## src/hdl/ese_pkg.sv

```systemverilog
// Package for the exchange sort engine: depth, widths and transaction types.
// No dependencies; used by ese_cell and exchange_sort_engine_top.
package ese_pkg;

  localparam int unsigned Depth  = 16;
  localparam int unsigned DataW  = 32;
  localparam int unsigned CountW = $clog2(Depth + 1);

  typedef struct packed {
    logic signed [DataW-1:0] value;
    logic                    last_in;
  } in_t;

  typedef struct packed {
    logic signed [DataW-1:0] sorted_value;
    logic                    last_out;
    logic                    overflow;
  } out_t;

  // Broadcast control from the top level to every cell.
  typedef struct packed {
    logic                    insert;
    logic                    shift;
    logic signed [DataW-1:0] value;
  } cell_ctl_t;

  // What a cell shows its neighbors.
  typedef struct packed {
    logic                    vld;
    logic                    gt;
    logic signed [DataW-1:0] val;
  } cell_stat_t;

endpackage

```

## src/hdl/ese_cell.sv

```systemverilog
// One compare-and-hold cell of the sorting chain.
// Depends on ese_pkg.
module ese_cell (
  input  logic                  clk_i,
  input  logic                  rst_ni,
  input  ese_pkg::cell_ctl_t    ctl_i,
  input  logic                  first_i,  // cell at the head of the chain
  input  ese_pkg::cell_stat_t   prev_i,
  input  ese_pkg::cell_stat_t   next_i,
  output ese_pkg::cell_stat_t   stat_o
);

  logic                             vld_q, vld_d;
  logic signed [ese_pkg::DataW-1:0] val_q, val_d;
  logic                             gt;
  logic                             prev_gt;

  // New value belongs at or before this cell; equal values stay ahead.
  assign gt      = !vld_q || (val_q > ctl_i.value);
  assign prev_gt = !first_i && prev_i.gt;

  always_comb begin
    vld_d = vld_q;
    val_d = val_q;
    if (ctl_i.shift) begin
      vld_d = next_i.vld;
      val_d = next_i.val;
    end else if (ctl_i.insert && gt) begin
      if (!prev_gt) begin
        vld_d = 1'b1;
        val_d = ctl_i.value;
      end else begin
        vld_d = prev_i.vld;
        val_d = prev_i.val;
      end
    end
  end

  always_ff @(posedge clk_i or negedge rst_ni) begin
    if (!rst_ni) begin
      vld_q <= 1'b0;
    end else begin
      vld_q <= vld_d;
    end
  end

  always_ff @(posedge clk_i) begin
    val_q <= val_d;
  end

  assign stat_o.vld = vld_q;
  assign stat_o.gt  = gt;
  assign stat_o.val = val_q;

endmodule

```

## src/hdl/exchange_sort_engine_top.sv

```systemverilog
// Top level of the exchange sort engine: a chain of ese_cell instances.
// Depends on ese_pkg and ese_cell.
//
// The engine collects one set of signed 32-bit values, one input transaction
// per cycle, and keeps them in ascending order in a chain of Depth cells:
// each new value is compared against every cell at once, and the cells at
// and after its place move one step down the chain while it drops in.
// Equal values keep their arrival order. Values after the first Depth of a
// set are dropped and every result of that set carries the overflow flag.
// The transaction with last_in set ends the set; from then on the input is
// not ready while the chain drains from its head, one result per accepted
// output transaction, the final one marked with last_out. The drained result
// sits in the head cell, which acts as output register.
module exchange_sort_engine_top (
  input  logic          clk_i,
  input  logic          rst_ni,
  input  logic          in_valid_i,
  output logic          in_ready_o,
  input  ese_pkg::in_t  in_data_i,
  output logic          out_valid_o,
  input  logic          out_ready_i,
  output ese_pkg::out_t out_data_o
);

  logic                         drain_q, drain_d;
  logic                         ovf_q, ovf_d;
  logic [ese_pkg::CountW-1:0]   count_q, count_d;
  logic                         in_acc, out_acc, full, final_out;
  ese_pkg::cell_ctl_t           ctl;
  ese_pkg::cell_stat_t          stat [ese_pkg::Depth];

  assign in_ready_o  = !drain_q;
  assign out_valid_o = drain_q;
  assign in_acc      = in_valid_i && in_ready_o;
  assign out_acc     = out_valid_o && out_ready_i;
  assign full        = (count_q == ese_pkg::CountW'(ese_pkg::Depth));
  assign final_out   = (count_q == ese_pkg::CountW'(1));

  assign ctl.insert = in_acc && !full;
  assign ctl.shift  = out_acc;
  assign ctl.value  = in_data_i.value;

  // Chain of cells; the head takes no left neighbor, the tail sees an empty right one.
  for (genvar i = 0; i < ese_pkg::Depth; i++) begin : g_cell
    ese_pkg::cell_stat_t prev_s, next_s;
    if (i == 0) begin : g_head
      assign prev_s = '0;
    end else begin : g_body
      assign prev_s = stat[i-1];
    end
    if (i == ese_pkg::Depth - 1) begin : g_tail
      assign next_s = '0;
    end else begin : g_inner
      assign next_s = stat[i+1];
    end
    ese_cell u_cell (
      .clk_i   (clk_i),
      .rst_ni  (rst_ni),
      .ctl_i   (ctl),
      .first_i (i == 0),
      .prev_i  (prev_s),
      .next_i  (next_s),
      .stat_o  (stat[i])
    );
  end

  always_comb begin
    count_d = count_q;
    ovf_d   = ovf_q;
    drain_d = drain_q;
    if (ctl.insert) begin
      count_d = count_q + ese_pkg::CountW'(1);
    end
    if (in_acc && full) begin
      ovf_d = 1'b1;
    end
    if (in_acc && in_data_i.last_in) begin
      drain_d = 1'b1;
    end
    if (out_acc) begin
      count_d = count_q - ese_pkg::CountW'(1);
      if (final_out) begin
        drain_d = 1'b0;
        ovf_d   = 1'b0;
      end
    end
  end

  always_ff @(posedge clk_i or negedge rst_ni) begin
    if (!rst_ni) begin
      drain_q <= 1'b0;
      ovf_q   <= 1'b0;
      count_q <= '0;
    end else begin
      drain_q <= drain_d;
      ovf_q   <= ovf_d;
      count_q <= count_d;
    end
  end

  assign out_data_o.sorted_value = stat[0].val;
  assign out_data_o.last_out     = final_out;
  assign out_data_o.overflow     = ovf_q;

endmodule

```

## config.mk

```make
export PLATFORM = sky130hd
export DESIGN_NAME = exchange_sort_engine_top
export DESIGN_NICKNAME = d
export VERILOG_FILES = /design/src/hdl/ese_pkg.sv /design/src/hdl/ese_cell.sv /design/src/hdl/exchange_sort_engine_top.sv
export SDC_FILE = /design/constraint.sdc
export NUM_CORES = 2
export LEC_CHECK = 0
export BUFFER_PORTS_ARGS = -buffer_cell sky130_fd_sc_hd__buf_2
export CELL_PAD_IN_SITES_DETAIL_PLACEMENT = 0
export CELL_PAD_IN_SITES_GLOBAL_PLACEMENT = 1
export CORE_MARGIN = 2
export CORE_UTILIZATION = 51
export CTS_CLUSTER_SIZE = 30
export DETAILED_ROUTE_END_ITERATION = 6
export GPL_TIMING_DRIVEN = 0
export PLACE_DENSITY_LB_ADDON = 0.05
export SKIP_LAST_GASP = 1
export SYNTH_ARGS = -nofsm -noshare
export SYNTH_HDL_FRONTEND = slang
export SYNTH_HIERARCHICAL = 1
export SYNTH_SLANG_ARGS = --single-unit
```

## constraint.sdc

```tcl
create_clock -name clk_i -period 4.5 [get_ports clk_i]
set_clock_uncertainty 0.1 [all_clocks]
set_input_delay 0.9 -clock clk_i [delete_from_list [all_inputs] [get_ports clk_i]]
set_output_delay 0.9 -clock clk_i [all_outputs]
set_load 0.01 [all_outputs]
```

**Word-level counts from Yosys, hierarchy flattened**

Cells that the tools add are included.

- Output and inout port bits: 36
- Logic and storage cells: 227
- Flip-flop bits (word level): 535

- Magnitude comparators: 16
- Multiplexer cells: 100
- Equal/unequal tests: 2
- Reductions and logical operators: 72
- Add/sub/neg operators: 2

Operators with widths:

| cell | count |
|---|---|
| 32-bit 2-to-1 mux | 45 |
| 32-bit > comparator | 16 |
| 1-bit 2-to-1 mux | 53 |
| 2-bit nonzero test | 17 |
| 1-bit logical AND | 21 |
| 1-bit logical NOT | 18 |
| 1-bit logical OR | 16 |
| 5-bit 2-to-1 mux | 2 |
| 5-bit by 1-bit adder with 5-bit output, second input constant | 1 |
| 5-bit by 1-bit == test with 1-bit output, second input constant | 1 |
| 5-bit == test, second input constant | 1 |
| 5-bit by 1-bit subtractor with 5-bit output, second input constant | 1 |

**Logic depth before layout (Yosys ltp)**

- Depth after elaboration: 6
- Mapped depth: 15

**Cells and area by module**

Netlist, hierarchy kept.

By module, submodules not included:

| module | times used | cells an instance | area an instance (µm²) |
|---|---|---|---|
| ese_cell | 16 | 268 | 2547.4 |
| exchange_sort_engine_top | 1 | 46 | 461.7 |

**Worst setup path before layout**

OpenSTA, ideal clock, no wires.

- Path type: input port to flip-flop
- Start: input in_valid_i
- End: register g_cell[0].u_cell/val_q[0] (netlist name), enable pin
- Arrival: 3653 ps
- Path buffers: 0
- Stages: 3
- Slack: 356 ps
- Path through: nand2b_1 nor2_1 a31o_1

RTL lines:

| item | line | source |
|---|---|---|
| start, declared | exchange_sort_engine_top.sv:17 | `input logic in_valid_i,` |
| end signal, assigned | ese_cell.sv:48 | `val_q <= val_d;` |
| end, declared | ese_cell.sv:14 | `logic signed [ese_pkg::DataW-1:0] val_q, val_d;` |

**Worst setup path after layout**

- Start: input in_data_i[16] (netlist name)
- End: register g_cell[2].u_cell/val_q[10] (netlist name), data pin

- Cells in the longest elaborated chain, start to end: 5

Ends and longest elaborated chain:

| item | line | source |
|---|---|---|
| start, declared | exchange_sort_engine_top.sv:19 | `input ese_pkg::in_t in_data_i,` |
| 32-bit > comparator | ese_cell.sv:19 | `assign gt = !vld_q \|\| (val_q > ctl_i.value);` |
| 1-bit logical OR | ese_cell.sv:19 |  |
| via g_cell[1].u_cell.gt | ese_cell.sv:15 | `logic gt;` |
| 32-bit 2-to-1 mux | ese_cell.sv:29 | `if (!prev_gt) begin` |
| 32-bit 2-to-1 mux | ese_cell.sv:28 | `end else if (ctl_i.insert && gt) begin` |
| 32-bit 2-to-1 mux | ese_cell.sv:25 | `if (ctl_i.shift) begin` |
| via g_cell[2].u_cell.val_d (one bit) | ese_cell.sv:14 |  |
| end signal, assigned | ese_cell.sv:48 |  |
| end, declared | ese_cell.sv:14 |  |

The timed path passes the listed nets, and every way through them passes these cells. The select of a mux whose other input is x is not followed.
A chain may end at the register's enable or synchronous reset.

==> impl_metrics.env <==
export IMPL_hold_viol_final=0
export IMPL_hold_buffers=0
export IMPL_slew_headroom=0.282
export IMPL_utilization=0.572
export IMPL_post_dp_cell_area_mm2=0.0433
export IMPL_avgSynthCellArea_um2=9.51
export IMPL_p_leak_nw=21.7
export IMPL_antenna_found_initial=1
export IMPL_fillers=7353
export IMPL_fmax_ghz=0.229
export IMPL_start_util=0.513
export IMPL_cp_arrival_ps=4600
export IMPL_cp_data_required_time_ps=4730
export IMPL_cp_top_family="compound AO/OA/AOI/OAI gates"
export IMPL_grt_pass1_vias=32083
export IMPL_r2r_end="g_cell[2].u_cell/val_q[10]"
export IMPL_cts_tree="done"
export IMPL_startpoint_type="input port"
export IMPL_port_buffers=72
export IMPL_grt_pass1_wl_um=179000
export IMPL_grt_max_degree=62
export IMPL_crit_chain="clkbuf_4, inv_1, ha_1, nand4_1, a2111oi_0, o31ai_2, a31oi_1, nand2b_1, buf_4, nand2b_1, clkbuf_1, buf_2, mux2i_1, o21ai_0"
export IMPL_crit_fanout=32
export IMPL_drt_iter0_drc=2622
export IMPL_syn_area_mm2=0.0412
export IMPL_track_usage=0.271
export IMPL_tightest_slew_ps=1050
export IMPL_layout_drive_gt1_share=0.0814
export IMPL_period_minus_slack_ps=4370
export IMPL_clock_path_buffers=3
export IMPL_reg2reg_depth=12
export IMPL_avgViaCountPerCell=5.77
export IMPL_vdd_drop_max_uv=295
export IMPL_root_buffer="clkbuf_16"
export IMPL_htree_num_levels=3
export IMPL_maxCapViolCount=0
export IMPL_outcome="completed"
export IMPL_finalCritPeriodShare=0.971
export IMPL_drt_wirelength_per_cell_um=20.0
export IMPL_cp_depth=14
export IMPL_path_class="input port to flip-flop"
export IMPL_final_design_area_no_fill_mm2=0.0459
export IMPL_place_inst=5548
export IMPL_rows=104
export IMPL_die_y_um=288
export IMPL_r2r_slack_ps=430
export IMPL_rsz0062_at_grt="no"
export IMPL_core_mm2=0.0803
export IMPL_power_mw=26.3
export IMPL_hp_class="input port to async pin"
export IMPL_instances_no_fill=5670
export IMPL_cp_num_buf_inv=5
export IMPL_firstDrtPassIters=5
export IMPL_gp_congestion=0.835
export IMPL_die_area_mm2=0.0831
export IMPL_synth_cells=4332
export IMPL_clkSlewWorstSetupHoldPaths_ps=60
export IMPL_cts_made_buffers=69
export IMPL_slowest_delay_ps=990
export IMPL_cpMostUsedCell="nand2b_1"
export IMPL_end_kind="flip-flop"
export IMPL_dpl_hpwl_um=87700
export IMPL_critPathSlowestCell="a2111oi_0"
export IMPL_routed_wl_um=113000
export IMPL_vias=32703
export IMPL_r2r_start="g_cell[1].u_cell/val_q[15]"
export IMPL_top_level_ports=73
export IMPL_nets=5109
export IMPL_cts_sinks=535
export IMPL_drtAntennaViolNets=0
export IMPL_setup_viol_count_final=0
export IMPL_clk_latency_ps=610
export IMPL_area_growth_pct=11.4
export IMPL_die_width_um=288
export IMPL_setup_tns_ps=0
export IMPL_synth_warnings=6
export IMPL_drcViolationCount=0
export IMPL_slew_viol_final=0
export IMPL_power_density_mw_per_mm2=572
export IMPL_overflow=0
-- timing repair --
action,CTS,global route
setup buffers,0,0
pin swaps,0,4
resized for setup,13,69
setup endpoints to repair,150,466
cloned,0,0
-- routing by layer --
layer	vias up	global-route usage	part of all wire
met5	-	0	0.00011
met4	2	0.0481	0.013
met3	106	0.0374	0.057
met2	711	0.395	0.41
met1	15808	0.427	0.52
li1	16076	-	-
-- flip-flops by register name (all words and copies together) (netlist names) --
signal / count
g_cell.u_cell/vld_q: 16
g_cell.u_cell/val_q: 512
ovf_q: 1
out_valid_o: 1
count_q: 5
-- cell usage in the layout (no fill, tap or decap), types with 10 or more instances in the layout --
master / count
buf_2: 92
nor2_1: 35
a21o_1: 48
a31o_2: 16
clkbuf_1: 145
edfxtp_1: 512
dfrtp_1: 23
mux2i_1: 513
clkbuf_16: 73
buf_4: 33
a41oi_2: 16
nand4_1: 112
nand2b_1: 32
o21a_1: 16
nor4_2: 23
clkbuf_4: 28
o211ai_1: 32
a21oi_1: 209
a221o_1: 16
clkinv_1: 10
nor3_1: 33
conb_1: 83
nor2b_1: 16
nand4_2: 32
nand3_1: 64
nand2_1: 625
a211oi_1: 16
o21ai_1: 16
ha_1: 515
a211oi_2: 17
o21ai_0: 577
a31oi_1: 17
inv_1: 532
-- per-stage QoR --
stage | hold WS (ps) | setup slack (ps)
global route | 308 | 8.89
finish | 271 | 132
global placement | 396 | -1580
floorplan | 364 | 356
CTS | 261 | 10.8
detailed placement | 414 | -740
-- final cells by class --
class / instances / area [µm²] / area share
inverters: 533 / 2000 / 0.0436
well taps: 1060 / 1330 / 0.0289
flip-flops and latches: 535 / 16000 / 0.348
diodes: 1 / 2.50 / 0.0000545
clock buffers: 94 / 1930 / 0.0420
repair buffers: 75 / 503 / 0.0110
clock inverters: 29 / 315 / 0.00687
plain buffers: 207 / 963 / 0.0210
multi-input cells: 3136 / 22900 / 0.499
-- worst max-delay path by stage --
stage                  startpoint                         end  slack [ps]
finish              in_data_i[16]  g_cell[2].u_cell/val_q[10]         130
global route        in_data_i[32]  g_cell[6].u_cell/val_q[11]           9
CTS                  in_data_i[8]  g_cell[4].u_cell/val_q[11]          10
detailed placement  in_data_i[32]  g_cell[4].u_cell/val_q[11]        -740
global placement       in_valid_i  g_cell[15].u_cell/val_q[5]       -1580
floorplan              in_valid_i   g_cell[0].u_cell/val_q[0]         360
-- power breakdown --
group          leakage (nW)  internal, mW  switching (mW)
clock                  1.09          3.34            2.29
combinational          15.3          4.23            6.39
sequential             5.32          8.29            1.73
total                  21.7          15.9            10.4
Power figures use the tool's default switching activity.
